`src/rtl/core/wacu_pkg.sv`:
```
// Package for the wavetable audio channel unit.
// Holds command codes, register selects, widths and shared types.
// No dependencies.
`default_nettype none

package wacu_pkg;

    localparam int unsigned LENGTH_LIMIT_DEF = 256;
    localparam int unsigned WAVE_BYTES       = 16;
    localparam int unsigned WAVE_AW          = $clog2(WAVE_BYTES);

    localparam logic [11:0] PERIOD_SPAN = 12'd2048;

    localparam logic signed [13:0] SAMPLE_CENTRE = 14'sd8;
    localparam logic signed [13:0] SAMPLE_SCALE  = 14'sd600;

    typedef enum logic [1:0] {
        CMD_PERIOD = 2'd0,
        CMD_LENGTH = 2'd1,
        CMD_WRITE  = 2'd2,
        CMD_READ   = 2'd3
    } cmd_t;

    localparam logic [2:0] SEL_CTRL0 = 3'd0;
    localparam logic [2:0] SEL_CTRL1 = 3'd1;
    localparam logic [2:0] SEL_CTRL2 = 3'd2;
    localparam logic [2:0] SEL_CTRL3 = 3'd3;
    localparam logic [2:0] SEL_CTRL4 = 3'd4;
    localparam logic [2:0] SEL_WAVE  = 3'd5;

    typedef struct packed {
        logic       dac_on;
        logic       channel_on;
        logic [1:0] volume_code;
        logic       nib_low;
    } sample_ctl_t;

endpackage

`default_nettype wire

```
`src/rtl/core/wacu_wave_ram.sv`:
```
// Wave RAM: 16 bytes, one write port, two registered read ports.
// Per-entry valid bits give the cleared state after reset. Uses wacu_pkg.
`default_nettype none

module wacu_wave_ram
    import wacu_pkg::*;
(
    input  wire logic               clk,
    input  wire logic               rst_n,
    input  wire logic               wr_en,
    input  wire logic [WAVE_AW-1:0] wr_addr,
    input  wire logic [7:0]         wr_data,
    input  wire logic               rd_en,
    input  wire logic [WAVE_AW-1:0] rd_addr_a,
    input  wire logic [WAVE_AW-1:0] rd_addr_b,
    output logic [7:0]              rd_data_a,
    output logic [7:0]              rd_data_b
);

    logic [7:0]            mem [WAVE_BYTES];
    logic [WAVE_BYTES-1:0] valid_reg;
    logic [7:0]            data_a_reg;
    logic [7:0]            data_b_reg;
    logic                  valid_a_reg;
    logic                  valid_b_reg;
    logic                  hit_b;

    assign hit_b = wr_en && (wr_addr == rd_addr_b);

    always_ff @(posedge clk)
    begin
        if (wr_en)
        begin
            mem[wr_addr] <= wr_data;
        end
        if (rd_en)
        begin
            data_a_reg <= mem[rd_addr_a];
            data_b_reg <= hit_b ? wr_data : mem[rd_addr_b];
        end
    end

    always_ff @(posedge clk or negedge rst_n)
    begin
        if (!rst_n)
        begin
            valid_reg   <= '0;
            valid_a_reg <= 1'b0;
            valid_b_reg <= 1'b0;
        end
        else
        begin
            if (wr_en)
            begin
                valid_reg[wr_addr] <= 1'b1;
            end
            if (rd_en)
            begin
                valid_a_reg <= valid_reg[rd_addr_a];
                valid_b_reg <= hit_b || valid_reg[rd_addr_b];
            end
        end
    end

    assign rd_data_a = valid_a_reg ? data_a_reg : 8'd0;
    assign rd_data_b = valid_b_reg ? data_b_reg : 8'd0;

endmodule

`default_nettype wire

```
`src/rtl/core/wacu_regs.sv`:
```
// Control state: period divider, sample index, length counter, control registers.
// Applies one command per step and gives register read-back. Uses wacu_pkg.
`default_nettype none

module wacu_regs
    import wacu_pkg::*;
#(
    parameter int unsigned LENGTH_LIMIT = LENGTH_LIMIT_DEF
)
(
    input  wire logic               clk,
    input  wire logic               rst_n,
    input  wire logic               step,
    input  wire logic [1:0]         cmd,
    input  wire logic [2:0]         sel,
    input  wire logic [7:0]         data,
    output logic [7:0]              ctrl_rd,
    output logic [WAVE_AW-1:0]      wave_addr,
    output sample_ctl_t             sample_ctl
);

    localparam int unsigned LEN_RAW = $clog2(LENGTH_LIMIT + 1);
    localparam int unsigned LEN_W   = (LEN_RAW > 8) ? LEN_RAW : 8;
    localparam logic [LEN_W-1:0] LIMIT = LEN_W'(LENGTH_LIMIT);

    logic [4:0]       index_reg,   index_next;
    logic [11:0]      counter_reg, counter_next;
    logic [10:0]      period_reg,  period_next;
    logic [1:0]       volume_reg,  volume_next;
    logic             dac_reg,     dac_next;
    logic             chan_reg,    chan_next;
    logic [LEN_W-1:0] len_reg,     len_next;
    logic [7:0]       reload_reg,  reload_next;
    logic             len_en_reg,  len_en_next;
    logic             trig_reg,    trig_next;

    logic [11:0]      threshold;
    logic [11:0]      counter_inc;
    logic [LEN_W-1:0] len_tmp;

    assign threshold   = (PERIOD_SPAN - {1'b0, period_reg}) >> 1;
    assign counter_inc = counter_reg + 12'd1;

    always_comb
    begin
        index_next   = index_reg;
        counter_next = counter_reg;
        period_next  = period_reg;
        volume_next  = volume_reg;
        dac_next     = dac_reg;
        chan_next    = chan_reg;
        len_next     = len_reg;
        reload_next  = reload_reg;
        len_en_next  = len_en_reg;
        trig_next    = trig_reg;
        len_tmp      = len_reg;
        case (cmd_t'(cmd))
            CMD_PERIOD:
            begin
                if (counter_inc >= threshold)
                begin
                    counter_next = 12'd0;
                    index_next   = index_reg + 5'd1;
                end
                else
                begin
                    counter_next = counter_inc;
                end
            end
            CMD_LENGTH:
            begin
                if (len_en_reg)
                begin
                    if (len_reg < LIMIT)
                    begin
                        len_tmp = len_reg + LEN_W'(1);
                    end
                    len_next = len_tmp;
                    if (len_tmp >= LIMIT)
                    begin
                        chan_next = 1'b0;
                    end
                end
            end
            CMD_WRITE:
            begin
                case (sel)
                    SEL_CTRL0:
                    begin
                        dac_next = data[7];
                        if (!data[7])
                        begin
                            chan_next = 1'b0;
                        end
                    end
                    SEL_CTRL1: reload_next = data;
                    SEL_CTRL2: volume_next = data[6:5];
                    SEL_CTRL3: period_next = {period_reg[10:8], data};
                    SEL_CTRL4:
                    begin
                        period_next = {data[2:0], period_reg[7:0]};
                        len_en_next = data[6];
                        trig_next   = data[7];
                        if (data[7])
                        begin
                            chan_next    = 1'b1;
                            counter_next = {1'b0, data[2:0], period_reg[7:0]};
                            if (len_reg >= LIMIT)
                            begin
                                len_next = LEN_W'(reload_reg);
                            end
                        end
                    end
                    default: ;
                endcase
            end
            default: ;
        endcase
    end

    always_comb
    begin
        ctrl_rd = 8'd0;
        if (cmd_t'(cmd) == CMD_READ)
        begin
            case (sel)
                SEL_CTRL0: ctrl_rd = {dac_reg, 7'd0};
                SEL_CTRL1: ctrl_rd = reload_reg;
                SEL_CTRL2: ctrl_rd = {1'b0, volume_reg, 5'd0};
                SEL_CTRL3: ctrl_rd = period_reg[7:0];
                SEL_CTRL4: ctrl_rd = {trig_reg, len_en_reg, 3'd0, period_reg[10:8]};
                default:   ctrl_rd = 8'd0;
            endcase
        end
    end

    always_ff @(posedge clk or negedge rst_n)
    begin
        if (!rst_n)
        begin
            index_reg   <= '0;
            counter_reg <= '0;
            period_reg  <= '0;
            volume_reg  <= '0;
            dac_reg     <= 1'b0;
            chan_reg    <= 1'b0;
            len_reg     <= '0;
            reload_reg  <= '0;
            len_en_reg  <= 1'b0;
            trig_reg    <= 1'b0;
        end
        else if (step)
        begin
            index_reg   <= index_next;
            counter_reg <= counter_next;
            period_reg  <= period_next;
            volume_reg  <= volume_next;
            dac_reg     <= dac_next;
            chan_reg    <= chan_next;
            len_reg     <= len_next;
            reload_reg  <= reload_next;
            len_en_reg  <= len_en_next;
            trig_reg    <= trig_next;
        end
    end

    assign wave_addr              = index_next[4:1];
    assign sample_ctl.dac_on      = dac_reg;
    assign sample_ctl.channel_on  = chan_reg;
    assign sample_ctl.volume_code = volume_reg;
    assign sample_ctl.nib_low     = index_reg[0];

endmodule

`default_nettype wire

```
`src/rtl/core/wacu_mix.sv`:
```
// Result formation: read data select and sample scaling.
// Nibble pick, volume shift, centring and scale by 600. Uses wacu_pkg.
`default_nettype none

module wacu_mix
    import wacu_pkg::*;
(
    input  wire logic        rd_wave,
    input  wire logic [7:0]  ctrl_rd,
    input  wire logic [7:0]  wave_rd,
    input  wire logic [7:0]  wave_byte,
    input  wire sample_ctl_t sample_ctl,
    output logic [7:0]       read_data,
    output logic signed [13:0] sample
);

    logic [3:0]         nib;
    logic [3:0]         level;
    logic signed [13:0] centred;

    assign read_data = rd_wave ? wave_rd : ctrl_rd;
    assign nib       = sample_ctl.nib_low ? wave_byte[3:0] : wave_byte[7:4];

    always_comb
    begin
        case (sample_ctl.volume_code)
            2'd1:    level = nib;
            2'd2:    level = nib >> 1;
            2'd3:    level = nib >> 2;
            default: level = 4'd0;
        endcase
    end

    assign centred = $signed({10'd0, level}) - SAMPLE_CENTRE;

    always_comb
    begin
        if (sample_ctl.dac_on && sample_ctl.channel_on)
        begin
            sample = centred * SAMPLE_SCALE;
        end
        else
        begin
            sample = 14'sd0;
        end
    end

endmodule

`default_nettype wire

```
`src/rtl/core/wavetable_audio_channel_unit.sv`:
```
// Wavetable audio channel unit: top level with the three-stage beat pipeline.
// Instantiates wacu_regs, wacu_wave_ram and wacu_mix. Uses wacu_pkg.
//
// Usage:
//   Input channel (in_valid/in_ready) carries one command per beat: period
//   tick, length tick, register write or register read, with reg_select,
//   ram_offset and write_data. Output channel (out_valid/out_ready) returns
//   exactly one beat per command: read_data (zero unless a read) and
//   sample_out, the channel sample after the command has taken effect.
//   Each command passes the input register, the wave RAM read register and
//   the output register. Throughput: one command per cycle unless the receiver
//   stalls, set by the state update as a command leaves the input register.
//   Reset clears all control state and marks every wave RAM byte as zero;
//   the block accepts beats from the first cycle after reset.
//   When the receiver stalls, results hold in the output register and the
//   pipeline fills; in_ready falls only once all three stages are full.
`default_nettype none

module wavetable_audio_channel_unit
    import wacu_pkg::*;
#(
    parameter int unsigned LENGTH_LIMIT = LENGTH_LIMIT_DEF
)
(
    input  wire logic        clk,
    input  wire logic        rst_n,
    input  wire logic        in_valid,
    output logic             in_ready,
    input  wire logic [1:0]  command,
    input  wire logic [2:0]  reg_select,
    input  wire logic [3:0]  ram_offset,
    input  wire logic [7:0]  write_data,
    output logic             out_valid,
    input  wire logic        out_ready,
    output logic [7:0]       read_data,
    output logic signed [13:0] sample_out
);

    logic               s1_valid_reg;
    logic [1:0]         s1_cmd_reg;
    logic [2:0]         s1_sel_reg;
    logic [3:0]         s1_off_reg;
    logic [7:0]         s1_data_reg;

    logic               s2_valid_reg;
    logic               s2_rd_wave_reg;
    logic [7:0]         s2_ctrl_rd_reg;

    logic               out_valid_reg;
    logic [7:0]         read_data_reg;
    logic signed [13:0] sample_reg;

    logic               out_free;
    logic               s2_move;
    logic               s1_move;
    logic               in_take;
    logic               wave_wr;

    logic [7:0]         ctrl_rd;
    logic [WAVE_AW-1:0] wave_addr;
    sample_ctl_t        sample_ctl;
    logic [7:0]         wave_rd;
    logic [7:0]         wave_byte;
    logic [7:0]         read_data_next;
    logic signed [13:0] sample_next;

    assign out_free = !out_valid_reg || out_ready;
    assign s2_move  = s2_valid_reg && out_free;
    assign s1_move  = s1_valid_reg && (!s2_valid_reg || s2_move);
    assign in_ready = !s1_valid_reg || s1_move;
    assign in_take  = in_valid && in_ready;
    assign wave_wr  = s1_move && (cmd_t'(s1_cmd_reg) == CMD_WRITE) && (s1_sel_reg == SEL_WAVE);

    wacu_regs #(
        .LENGTH_LIMIT (LENGTH_LIMIT)
    ) u_regs (
        .clk        (clk),
        .rst_n      (rst_n),
        .step       (s1_move),
        .cmd        (s1_cmd_reg),
        .sel        (s1_sel_reg),
        .data       (s1_data_reg),
        .ctrl_rd    (ctrl_rd),
        .wave_addr  (wave_addr),
        .sample_ctl (sample_ctl)
    );

    wacu_wave_ram u_wave_ram (
        .clk       (clk),
        .rst_n     (rst_n),
        .wr_en     (wave_wr),
        .wr_addr   (s1_off_reg),
        .wr_data   (s1_data_reg),
        .rd_en     (s1_move),
        .rd_addr_a (s1_off_reg),
        .rd_addr_b (wave_addr),
        .rd_data_a (wave_rd),
        .rd_data_b (wave_byte)
    );

    wacu_mix u_mix (
        .rd_wave    (s2_rd_wave_reg),
        .ctrl_rd    (s2_ctrl_rd_reg),
        .wave_rd    (wave_rd),
        .wave_byte  (wave_byte),
        .sample_ctl (sample_ctl),
        .read_data  (read_data_next),
        .sample     (sample_next)
    );

    always_ff @(posedge clk or negedge rst_n)
    begin
        if (!rst_n)
        begin
            s1_valid_reg  <= 1'b0;
            s2_valid_reg  <= 1'b0;
            out_valid_reg <= 1'b0;
        end
        else
        begin
            if (in_ready)
            begin
                s1_valid_reg <= in_valid;
            end
            if (!s2_valid_reg || s2_move)
            begin
                s2_valid_reg <= s1_valid_reg;
            end
            if (out_free)
            begin
                out_valid_reg <= s2_valid_reg;
            end
        end
    end

    always_ff @(posedge clk)
    begin
        if (in_take)
        begin
            s1_cmd_reg  <= command;
            s1_sel_reg  <= reg_select;
            s1_off_reg  <= ram_offset;
            s1_data_reg <= write_data;
        end
        if (s1_move)
        begin
            s2_rd_wave_reg <= (cmd_t'(s1_cmd_reg) == CMD_READ) && (s1_sel_reg == SEL_WAVE);
            s2_ctrl_rd_reg <= ctrl_rd;
        end
        if (s2_move)
        begin
            read_data_reg <= read_data_next;
            sample_reg    <= sample_next;
        end
    end

    assign out_valid  = out_valid_reg;
    assign read_data  = read_data_reg;
    assign sample_out = sample_reg;

endmodule

`default_nettype wire

```
`config.mk`:
```
export PLATFORM = sky130hd
export DESIGN_NAME = wavetable_audio_channel_unit
export DESIGN_NICKNAME = d
export VERILOG_FILES = /design/src/rtl/core/wacu_pkg.sv /design/src/rtl/core/wacu_wave_ram.sv /design/src/rtl/core/wacu_regs.sv /design/src/rtl/core/wacu_mix.sv /design/src/rtl/core/wavetable_audio_channel_unit.sv
export SDC_FILE = /design/constraint.sdc
export NUM_CORES = 1
export LEC_CHECK = 0
export ABC_AREA = 1
export BUFFER_PORTS_ARGS = -buffer_cell sky130_fd_sc_hd__buf_2
export CORE_ASPECT_RATIO = 0.5
export CORE_MARGIN = 2
export CORE_UTILIZATION = 45
export CTS_CLUSTER_SIZE = 12
export DETAILED_ROUTE_END_ITERATION = 7
export GPL_ROUTABILITY_DRIVEN = 0
export SYNTH_ARGS = -nofsm -noshare
export SYNTH_HDL_FRONTEND = slang
export SYNTH_HIERARCHICAL = 1
export SYNTH_SLANG_ARGS = --single-unit
export TNS_END_PERCENT = 100
```
`constraint.sdc`:
```
create_clock -name clk -period 8 [get_ports clk]
set_clock_uncertainty 0.15 [all_clocks]
set_input_delay 0.4 -clock clk [delete_from_list [all_inputs] [get_ports clk]]
set_output_delay 0.4 -clock clk [all_outputs]
set_load 0.005 [all_outputs]
```
---- After elaboration in Yosys (flattened, before gate mapping) ----
Memory sizes are Yosys's and may differ from the RTL's. A register that Yosys moved wholly into a read port is not among the register bits.
Cells that the tools add are included.
word-level totals
  register bits ........................... 120
  latch bits .............................. 0
  RAM bits ................................ 128
  memory bits (read-only) ................. 0
  logic and storage cells ................. 129
  memories kept ........................... 1
memory list
  name            words  width  rd ports  clocked after memory_dff  wr ports  RTL line             text
  u_wave_ram.mem  16     8      2         2                         1         wacu_wave_ram.sv:20  logic [7:0] mem [WAVE_BYTES];
operators by class
  add/subtract/negate cells ............... 5
  $mul .................................... 1
  divide/modulo/power cells ............... 0
  magnitude comparators ................... 7
  equality and inequality tests ........... 20
  shift-type cells ........................ 0
  muxes and demuxes ....................... 35
  bitwise operators ....................... 3
  reduce and logical (&&, ||, !) cells .... 30
operator list
  operator                  number
  $mux W9                   7
  $pmux W8 S5               1
  $mux W12                  3
  $mux W8                   3
  $pmux W12 S2              1
  $pmux W11 S2              1
  $ge A9 B9 Y1 const B      2
  $pmux W9 S2               1
  $or A16 B16 Y16           1
  $reduce_and A3 Y1         5
  $mul A14 B8 Y11 const B   1
  $add A12 B1 Y12 const B   1
  $ge A12 B11 Y1            1
  $pmux W4 S3               1
  $reduce_and A4 Y1         3
  $sub A12 B11 Y12 const A  1
  $lt A4 B5 Y1 const B      2
  $mux W5                   2
  $add A9 B1 Y9 const B     1
  $logic_and A1 B1 Y1       9
  $lt A9 B9 Y1 const B      1
  $mux W1                   9
  $bmux W1 S4               2
  $eq A2 B2 Y1 const B      4
  other kinds (23)          38

---- Depth between registers and ports, before layout ----
Gate-level depths: netlist of the first run.
  depth after elaboration ................. 9
  depth in mapped cells ................... 30

---- By module ----
Netlist of the first run, hierarchy kept.
by module, submodules not included
  module                        times used  cells an instance  area each (um^2)  seq. area each (um^2)
  wacu_wave_ram                 1           910                8184.1            4774.6
  wacu_regs                     1           441                3410.8            1276.2
  wavetable_audio_channel_unit  1           73                 1610.3            1516.5
  wacu_mix                      1           115                728.2             0.0

---- Least setup slack after synthesis of the first run ----
Ideal clock, no wire load.
  path type ............................... register to register
  start ................................... register u_regs.period_reg[0]
  end ..................................... register u_wave_ram.data_b_reg[2] (read register of u_wave_ram.mem), data pin
  library setup time ...................... 0.253 ns
  arrival time ............................ 3.205 ns
  data required time ...................... 7.597 ns
  setup slack ............................. 4.392 ns
  cell stages (with the launch flop) ...... 26
  path buffers ............................ 2
  cells stage by stage .................... dfrtp_1 -> inv_1 -> ha_1 -> inv_1 -> nor2_1 -> nand3_1 -> nor3_1 -> nand3_1 -> xor2_1 -> ha_1 -> and3_1 -> nand4_1 -> nor2_4 -> nand2_4 -> nand2_4 -> nand2_1 -> o21ai_1 -> buf_4 -> buf_2 -> nand2_1 -> o211ai_1 -> nand3_1 -> nand3_1 -> nand2_1 -> nand2_1 -> nand2_1
on the way
  longest elaborated chain between the ends .. 4
ends and longest elaborated chain
  item                      RTL line                            text
  start: declaration        wacu_regs.sv:28                     logic [10:0] period_reg, period_next;
  start signal: assignment  wacu_regs.sv:156                    period_reg <= period_next;
  $sub A12 B11 Y12          wacu_regs.sv:41                     assign threshold = (PERIOD_SPAN - {1'b0, period_reg}) >> 1;
  $ge A12 B11 Y1            wacu_regs.sv:60                     if (counter_inc >= threshold)
  $mux W5                   wacu_regs.sv:60
  $mux W5                   wacu_regs.sv:57                     case (cmd_t'(cmd))
  via wave_addr[0]          wavetable_audio_channel_unit.sv:60  logic [WAVE_AW-1:0] wave_addr;
  end: declaration          wacu_wave_ram.sv:23                 logic [7:0] data_b_reg;
The timed path passes the listed nets, and every way through them passes these cells.
A chain may end at the register's enable or synchronous reset.

---- Worst setup path after layout of the first run ----
  start ................................... register u_regs.period_reg[0]
  end ..................................... register u_wave_ram.data_b_reg[6] (read register of u_wave_ram.mem), data pin
Same word-level chain as after synthesis.

==> results of run 1 <==
-- cells by family after synthesis --
family | share of synthesized area (%)
buf+inv | 8.432
fa+ha+maj | 2.622
mux | 0.9698
simple gates | 20.75
compound gates | 11.31
xor+xnor | 1.571
flops | 54.31
other cells | 0.02691
-- cell usage in the layout, fill, tap and decap left out, types with 4 or more instances in the layout --
cell type / netlist / routed
nand2_4: 4 / 4
dlygate4sd3_1: 0 / 20
nand4_1: 14 / 14
a31oi_1: 4 / 4
inv_2: 18 / 18
ha_1: 26 / 26
or2_2: 4 / 4
o21ai_0: 105 / 105
nor3_1: 8 / 8
nand2_1: 333 / 333
nor2_1: 103 / 103
buf_4: 12 / 11
o21ai_1: 11 / 10
xnor2_1: 6 / 6
dfrtp_1: 72 / 72
mux2_2: 12 / 12
nand2_2: 12 / 12
clkbuf_1: 17 / 17
clkbuf_16: 0 / 26
a21oi_1: 81 / 80
o22ai_1: 9 / 9
buf_2: 37 / 43
nor2_2: 5 / 5
inv_1: 181 / 181
nand3_1: 159 / 159
a22oi_1: 4 / 4
edfxtp_1: 192 / 192
nor2_4: 5 / 5
xor2_1: 19 / 19
o211ai_1: 49 / 49
-- final cells by class --
| type | instances | area share, % |
|---|---|---|
| Sequential cell | 264 | 49.40 |
| Tap cell | 399 | 3.259 |
| Clock buffer | 46 | 4.933 |
| Inverter | 203 | 4.990 |
| Clock inverter | 2 | 0.1388 |
| Multi-Input combinational cell | 999 | 34.03 |
| Timing Repair Buffer | 74 | 3.251 |
-- worst register-to-register path: stages, from the launching register on --
cell     delay [ps]
dfrtp_1         390
inv_1           110
ha_1            150
inv_1            40
nor2_1          130
nand3_1         120
nor3_1          280
nand3_1         140
xor2_1          170
ha_1            300
and3_1          180
nand4_1         130
nor2_4          150
nand2_4         110
nand2_4         130
nand2_1         110
o21ai_4         480
buf_4           660
o21ai_0         240
nand2_1          90
nand3_1         110
nand3_1         180
nand2_1          70
nand2_1          60
nand2_1          50
-- routing by layer --
| layer | track usage, % | up-vias |
|---|---|---|
| met5 | 0 | - |
| met4 | 5.882 | 2 |
| met3 | 4.774 | 76 |
| met2 | 38.14 | 445 |
| met1 | 31.28 | 5268 |
| li1 | - | 5245 |
-- worst max path at each step --
stage	from	to
after floorplan	u_regs/period_reg[0]$_DFFE_PN0P_	u_wave_ram/data_b_reg[2]$_DFFE_PP_
after CTS	u_regs/period_reg[0]$_DFFE_PN0P_	u_wave_ram/data_b_reg[6]$_DFFE_PP_
after global routing	u_regs/period_reg[0]$_DFFE_PN0P_	u_wave_ram/data_b_reg[3]$_DFFE_PP_
after detailed placement	u_regs/period_reg[0]$_DFFE_PN0P_	u_wave_ram/data_b_reg[6]$_DFFE_PP_
final	u_regs/period_reg[0]$_DFFE_PN0P_	u_wave_ram/data_b_reg[6]$_DFFE_PP_
after global placement	u_regs/period_reg[0]$_DFFE_PN0P_	u_wave_ram/data_b_reg[6]$_DFFE_PP_
-- what timing repair did --
item,CTS,global route
endpoints found under the hold margin,91,0
hold buffers,20,0
resized for setup,0,0
setup endpoints to repair,0,0
-- report_power, final --
group | switching [mW] | internal [mW] | total (mW)
Combinational | 1.06 | 0.540 | 1.60
Sequential | 0.160 | 1.66 | 1.82
Clock | 0.518 | 0.637 | 1.16
Total | 1.74 | 2.83 | 4.58
==> metrics.txt, run 1 <==
worst hold margin=342.7 ps; Fillers=2786; CTS tree=done; Largest register FFs=128; setup TNS=0 ps; Met1 Wirelength=16280 um; vias per std cell=5.554; Clock Tree Buf Depth=3; worst-path cell chain=inv_1, ha_1, inv_1, nor2_1, nand3_1, nor3_1, nand3_1, xor2_1, ha_1, and3_1, nand4_1, nor2_4, nand2_4, nand2_4, nand2_1, o21ai_4, buf_4, o21ai_0, nand2_1, nand3_1, nand3_1, nand2_1, nand2_1, nand2_1; core area=0.03040 mm2; cell repeated most along the worst path=nand2_1; synthesized area per cell=9.054 um2; slew margin rel.=27.04%; sequential share of the synthesized area=54.31%; Slowest Stage Delay on Critical Path=650 ps; Yosys reg bits=264; Root Buffer=clkbuf_16; met3 wire len=2905 um; asr flop ratio synth=27.27%; vias in the first global route=10.50k; Post-synth EDFFs=192; Worst path slowest cell=buf_4; fmax=199.8 MHz; Worst Path Arrival=5150 ps; Hold Path Class=reg -> reg; Placed Area=0.01434 mm2; reg2reg end=u_wave_ram/data_b_reg[6]$_DFFE_PP_; min-delay src=u_wave_ram/valid_reg[1]$_DFFE_PN0P_; placed instance count=1919; Slew Limit Fails=0; total power=4.577 mW; register area=0.007567 mm2; P&R area growth vs syn=9.950%; nets=1617; crit path setup slack, layout=2994 ps; Mapped Area=0.01393 mm2; crit start category=register; Reg2Reg Setup Slack=2990 ps; # diodes=0; Synth cell types=47; Yosys Warn Count=6; Crit. End Element=register; worst slew pin tran=1090 ps; VDD IR max=156.4 uV; Synth area leaders=edfxtp_1 (41%), dfrtp_1 (13%), nand2_1 (9.0%), nand3_1 (5.7%), inv_1 (4.9%); fin util=50.39%; cell with the most instances after synthesis=nand2_1; antenna violations before repair=2; num rows=45; final setup vio count=0; CP bufs+invs=3; Non-Filler Instances=1987; Max Cap Violations=0; fin crit share=62.58%; Primary FF master, synth=edfxtp_1; Setup CP Type=reg -> reg; hold depth=2; RSZ-0062 raised after global routing=no; first-pass GRT wire length=57950 um; Die Width=252.9 um; die height=128.4 um; DR iter-0 viols=966; vias=11.04k; Post CTS Setup Buffer Count=0; critical path required time=8140 ps; Hold Fails Final Rpt=0; Ports=45; clock buffer count from CTS=26; Clock Latency Late Sink=550 ps; top layer in use=met5; worst reg2reg startpoint=u_regs/period_reg[0]$_DFFE_PN0P_; WL/cell=18.63 um; area share of the largest cell type after synthesis=41.38%; clk sinks=264; Synth top cells by count=nand2_1 (333), edfxtp_1 (192), inv_1 (181); DIE AREA=0.03247 mm2; largest net degree at the start of global routing=73; met2 wire length=16870 um; reg2reg path depth=24; area occupied by multi-input gates=0.005214 mm2; Pwr per Cell Area=298.7 mW/mm2; clock transition at the registers of the reported paths=60 ps; All-Layer GR Usage=23.05%; leak pwr=6.510 nW; Levels on crit path=24; CP max FO=72; status=finished, final reports clean; H-tree depth=1; Yosys top cell by area=edfxtp_1; Initial Util=45.83%; IO Port Bufs=44; final WL=37010 um; Place WS=3089 ps; delay-heaviest family, CP=simple AND/OR/NAND/NOR gates; post-route cell area=0.01532 mm2; # DRC=0; TritonRoute pass-1 iters=5; post-DP HPWL=24320 um; fraction of layout cells with a size suffix above 1=10.08%; antenna viol nets, final=0; Remaining Overflow, GRT=0; post-layout minimum cycle time=5006 ps; Hold Crit Endpoint=u_wave_ram/valid_reg[1]$_DFFE_PN0P_; Syn Inst Count=1539
Power figures use the tool's default switching activity.
==> run 2: changes to the inputs <==
--- a/config.mk
+++ b/config.mk
@@ -5,7 +5,7 @@
 export SDC_FILE = /design/constraint.sdc
 export NUM_CORES = 1
 export LEC_CHECK = 0
-export ABC_AREA = 1
+export ABC_AREA = 0
 export BUFFER_PORTS_ARGS = -buffer_cell sky130_fd_sc_hd__buf_2
 export CORE_ASPECT_RATIO = 0.5
 export CORE_MARGIN = 2
==> constraint.sdc (replaced) <==
create_clock -name clk -period 5.1 [get_ports clk]
set_clock_uncertainty 0.15 [all_clocks]
set_input_delay 0.255 -clock clk [delete_from_list [all_inputs] [get_ports clk]]
set_output_delay 0.255 -clock clk [all_outputs]
set_load 0.005 [all_outputs]
==> metrics.txt, run 2 <==
Initial Util=45.76%; Yosys Warn Count=6; core area=0.02896 mm2; Post-synth EDFFs=192; first-pass GRT wire length=49050 um; Yosys top cell by area=edfxtp_1; CP max FO=37; IO Port Bufs=44; CTS tree=done; H-tree depth=1; Remaining Overflow, GRT=0; Die Width=246.7 um; adder-cell share of the synthesized area=2.842%; num rows=44; Primary FF master, synth=edfxtp_1; clk sinks=264; # DRC=0; Ports=45; Largest register FFs=128; setup TNS=0 ps; All-Layer GR Usage=21.02%; compound-cell area share of the yosys netlist=5.175%; largest net degree at the start of global routing=73; Slew Limit Fails=0; vias in the first global route=8074; synthesized area per cell=14.76 um2; DR iter-0 viols=790; DIE AREA=0.03092 mm2; TritonRoute pass-1 iters=7; Hold Fails Final Rpt=0; Mapped Area=0.01325 mm2; crit start category=register; vias per std cell=5.945; fmax=208.6 MHz; die height=125.3 um; worst slew pin tran=1256 ps; post-layout minimum cycle time=4795 ps; Clock Tree Buf Depth=3; Worst Path Arrival=4940 ps; XOR/XNOR Fraction of Synth Area=2.380%; RSZ-0062 raised after global routing=no; worst hold margin=264.4 ps; Setup CP Type=reg -> reg; Synth area leaders=edfxtp_1 (44%), dfrtp_1 (14%), mux4_2 (12%), mux2_2 (3.2%), ha_1 (2.5%); clock buffer count from CTS=26; slew margin rel.=15.97%; Yosys reg bits=264; main combinational cell family by area after synthesis=multiplexers; nets=1020; sequential share of the synthesized area=57.11%; Synth top cells by count=edfxtp_1 (192), dfrtp_1 (72), mux4_2 (71); final setup vio count=0; cell with the most instances after synthesis=edfxtp_1; WL/cell=23.17 um; clock transition at the registers of the reported paths=60 ps; antenna violations before repair=1; post-DP HPWL=21250 um; fraction of layout cells with a size suffix above 1=25.13%; Syn Inst Count=898; antenna viol nets, final=0; Post CTS Setup Buffer Count=0; critical path required time=5250 ps; Clock Latency Late Sink=550 ps; Root Buffer=clkbuf_16; leak pwr=5.517 nW; # diodes=0; most frequent cells in the layout=edfxtp_1 (192), dfrtp_1 (72), mux4_2 (71), nor2_1 (55), buf_2 (43); Synth Area in Simple Gates=9.773%; fin crit share=94.01%; Hold Path Class=in -> reg; Synth cell types=73; final WL=32020 um; Crit. End Element=register; commonest non-fill, non-tap cell in the layout=edfxtp_1; P&R area growth vs syn=12.45%; asr flop ratio synth=27.27%; Pwr per Cell Area=414.5 mW/mm2; post-synthesis mux area share=19.88%; Max Cap Violations=0; fin util=51.46%; VDD IR max=219.6 uV; Reg2Reg Setup Slack=310 ps; area share of the largest cell type after synthesis=43.51%; status=finished, final reports clean; vias=8216
-- run 2: layout make-up --
class                      instances  area [um2]
tap                              391       489.2
timing repair buffer              93       668.1
multi-input combinational        568        5340
clock inverter                     3       26.28
sequential                       264        7567
clock buffer                      45       742.0
fill                            2422       14060
inverter                          18       67.56
-- run 2: logic make-up (layout without fill, tap and decap cells) --
family | count (synthesis) | count (layout)
muxes | 153 | 153
AOI/OAI and AO/OA | 105 | 105
buffers and inverters | 68 | 159
DFF | 264 | 264
and+or+nand+nor | 242 | 242
adders and majority gates | 29 | 29
xor gates and xnor gates | 36 | 36
other | 1 | 3
-- run 2: final timing paths --
| path | end | depth (start not counted) | from |
|---|---|---|---|
| min in group asynchronous | u_wave_ram/valid_reg[10]$_DFFE_PN0P_ | 2 | rst_n |
| max reg2reg | u_wave_ram/data_b_reg[4]$_DFFE_PP_ | 16 | u_regs/period_reg[5]$_DFFE_PN0P_ |
| min reg2reg | u_wave_ram/valid_reg[7]$_DFFE_PN0P_ | 1 | u_wave_ram/valid_reg[7]$_DFFE_PN0P_ |
| max | u_wave_ram/data_b_reg[4]$_DFFE_PP_ | 16 | u_regs/period_reg[5]$_DFFE_PN0P_ |
| min | s1_off_reg[3]$_DFFE_PP_ | 2 | ram_offset[3] |
| max in group asynchronous | u_regs/len_reg[1]$_DFFE_PN0P_ | 2 | rst_n |
-- run 2: critical path: stages (launching register included) --
cell	delay, ps
dfrtp_1	440
nor4_1	370
nand2_1	170
nor3_1	200
xor2_1	110
ha_1	300
and3_1	170
o211ai_1	90
o21a_1	190
o21ai_1	480
nand2_1	120
mux2_2	290
buf_12	290
mux4_1	610
mux2i_1	150
mux2i_1	90
mux2_2	270
-- run 2: per-layer routing --
metal	GRT usage [%]	vias up	share of wire [%]	wire, um
li1	-	3615	-	-
met1	30.20	4266	44	14170
met2	33.43	280	48	15260
met3	3.757	53	5.7	1839
met4	5.315	2	2.3	732
met5	0	-	0.041	13
-- run 2: timing repair --
item / CTS / global route
hold endpoints to repair: 92 / 0
hold buffers: 21 / 0
gates resized for setup: 0 / 0
-- run 2: power by group --
group	leakage (nW)	switching [mW]	total (mW)	internal (mW)
sequential	2.71	0.248	2.78	2.53
clock	0.370	0.806	1.79	0.984
combinational	2.44	0.803	1.61	0.803
total	5.52	1.86	6.18	4.32
-- run 2: stage by stage --
| step | worst slack, ps | power, mW | area (um2) | std cells |
|---|---|---|---|---|
| after detailed placement | 367.7 | 4.403 | 13920 | 1313 |
| final | 305.4 | 6.176 | 14900 | 1382 |
| after global placement | 391.0 | 4.374 | 13920 | 1313 |
| after global routing | 54.69 | 6.496 | 14900 | 1382 |
| after CTS | 364.5 | 6.216 | 14900 | 1382 |
| after floorplan | 657.2 | 4.046 | 13260 | 900 |
==> run 3: changes to the inputs <==
--- a/config.mk
+++ b/config.mk
@@ -5,7 +5,7 @@
 export SDC_FILE = /design/constraint.sdc
 export NUM_CORES = 1
 export LEC_CHECK = 0
-export ABC_AREA = 0
+export ABC_AREA = 1
 export BUFFER_PORTS_ARGS = -buffer_cell sky130_fd_sc_hd__buf_2
 export CORE_ASPECT_RATIO = 0.5
 export CORE_MARGIN = 2
==> metrics.txt, run 3 (same netlist as run 1, synthesis figures left out) <==
status=finished, final reports clean; Clock Latency Late Sink=560 ps; Worst Path Arrival=4940 ps; Slowest Stage Delay on Critical Path=390 ps; Hold Path Class=in -> async; WL/cell=19.32 um; slew margin rel.=24.81%; fin util=50.74%; IO Port Bufs=44; Root Buffer=clkbuf_16; largest net degree at the start of global routing=73; DIE AREA=0.03247 mm2; antenna viol nets, final=0; final setup vio count=0; Hold Fails Final Rpt=0; area occupied by multi-input gates=0.005236 mm2; post-layout minimum cycle time=4671 ps; Place WS=289.8 ps; register area=0.007567 mm2; vias per std cell=5.605; Pwr per Cell Area=472.6 mW/mm2; fraction of layout cells with a size suffix above 1=10.81%; P&R area growth vs syn=10.71%; leak pwr=6.568 nW; Die Width=252.9 um; H-tree depth=1; first-pass GRT wire length=59150 um; clock transition at the registers of the reported paths=60 ps; die height=128.4 um; Worst path slowest cell=dfrtp_1; Max Cap Violations=0; TritonRoute pass-1 iters=6; fmax=214.1 MHz; clk sinks=264; Clock Tree Buf Depth=3; CTS tree=done; num rows=45; Remaining Overflow, GRT=0; # diodes=0; CP max FO=11; post-route cell area=0.01543 mm2; Ports=45; critical path required time=5370 ps; Crit. End Element=register; crit start category=register; # DRC=0; Fillers=2784; vias in the first global route=10.56k; post-DP HPWL=25140 um; crit path setup slack, layout=429.4 ps; commonest non-fill, non-tap cell in the layout=nand2_1; RSZ-0062 raised after global routing=no; VDD IR max=272.7 uV; worst slew pin tran=1128 ps; antenna violations before repair=0; total power=7.290 mW; fin crit share=91.58%; final WL=38630 um; setup TNS=0 ps; Initial Util=45.83%; delay-heaviest family, CP=simple AND/OR/NAND/NOR gates; cell repeated most along the worst path=nand2_1; clock buffer count from CTS=26; Slew Limit Fails=0; CP bufs+invs=5; Largest register FFs=128; core area=0.03040 mm2; All-Layer GR Usage=23.61%; DR iter-0 viols=1133; Placed Area=0.01440 mm2; vias=11.21k; Setup CP Type=reg -> reg; most frequent cells in the layout=nand2_1 (331), edfxtp_1 (192), inv_1 (181), nand3_1 (159), o21ai_0 (105); nets=1630
==> run 3: cell types whose count changed in the layout (fill, tap and decap cells not counted), moves of 18 or more <==
cell and change:
a21oi_1 +52, mux2i_1 -32, o211ai_1 +45, mux2_2 -26, nand2b_1 -18, nand3_1 +138, and2_1 -21, o21ai_0 +77
mux4_2 -71, nand2_1 +289, nor2_1 +48, inv_1 +164
==> run 3: power by group <==
part	total, mW	internal, mW	leakage, nW	switching (mW)
sequential	2.88	2.60	2.60	0.278
clock	1.80	0.982	0.366	0.818
combinational	2.61	0.915	3.61	1.69
total	7.29	4.50	6.57	2.79
==> run 3: worst reg2reg max path: stages (launching register included) <==
cell,delay [ps]
dfrtp_1,390
inv_1,110
ha_1,150
inv_1,50
nor2_1,130
nand3_1,120
nor3_1,280
nand3_1,150
xor2_1,170
ha_1,280
a21o_1,180
a21oi_1,120
nand2_1,100
nor2_4,250
nand2_4,130
nand3_1,110
nand2_1,70
inv_1,310
inv_1,330
nand2_1,140
nand2_1,60
nor2_1,210
nand3_4,180
inv_2,190
nand2_1,80
nand2_1,100
==> run 3: cell type report <==
| type | instances | share of cell area, % |
|---|---|---|
| sequential | 264 | 49.06 |
| multi-input combinational | 1001 | 33.94 |
| inverter | 203 | 4.956 |
| clock buffer | 45 | 4.810 |
| timing repair buffer | 85 | 3.861 |
| tap | 399 | 3.236 |
| clock inverter | 2 | 0.1379 |
==> run 3: worst paths after layout <==
path | startpoint | endpoint | slack [ps] | cells past startpoint
min | rst_n | u_wave_ram/valid_reg[9]$_DFFE_PN0P_ | 240 | 2
max | u_regs/period_reg[1]$_DFFE_PN0P_ | u_wave_ram/data_b_reg[4]$_DFFE_PP_ | 430 | 25
max in group asynchronous | rst_n | u_regs/index_reg[1]$_DFFE_PN0P_ | 3900 | 2
min in group clk | write_data[0] | s1_data_reg[0]$_DFFE_PP_ | 260 | 2
max reg2reg | u_regs/period_reg[1]$_DFFE_PN0P_ | u_wave_ram/data_b_reg[4]$_DFFE_PP_ | 430 | 25
min reg2reg | u_wave_ram/valid_reg[2]$_DFFE_PN0P_ | u_wave_ram/valid_reg[2]$_DFFE_PN0P_ | 330 | 2
==> run 3: what timing repair did <==
item | in CTS | in global routing
endpoints found under the hold margin | 92 | 0
gates resized for setup | 0 | 2
endpoints found under the setup margin | 0 | 9
buffers inserted | 0 | 4
hold buffers | 21 | 0
==> run 3: per-layer routing <==
layer	track usage [%]	part of all wire [%]	up-vias
met3	3.743	7.6	71
li1	-	-	5277
met5	0	0	-
met1	33.98	45	5410
met2	37.64	45	447
met4	5.952	2.6	0
==> run 3: stage by stage <==
stage	std cells	hold slack, ps
6_report	1999	238.6
5_1_grt	1999	247.9
4_1_cts	1993	236.6
3_5_place_dp	1925	283.1
3_3_place_gp	1925	281.1
2_1_floorplan	1541	-190.6
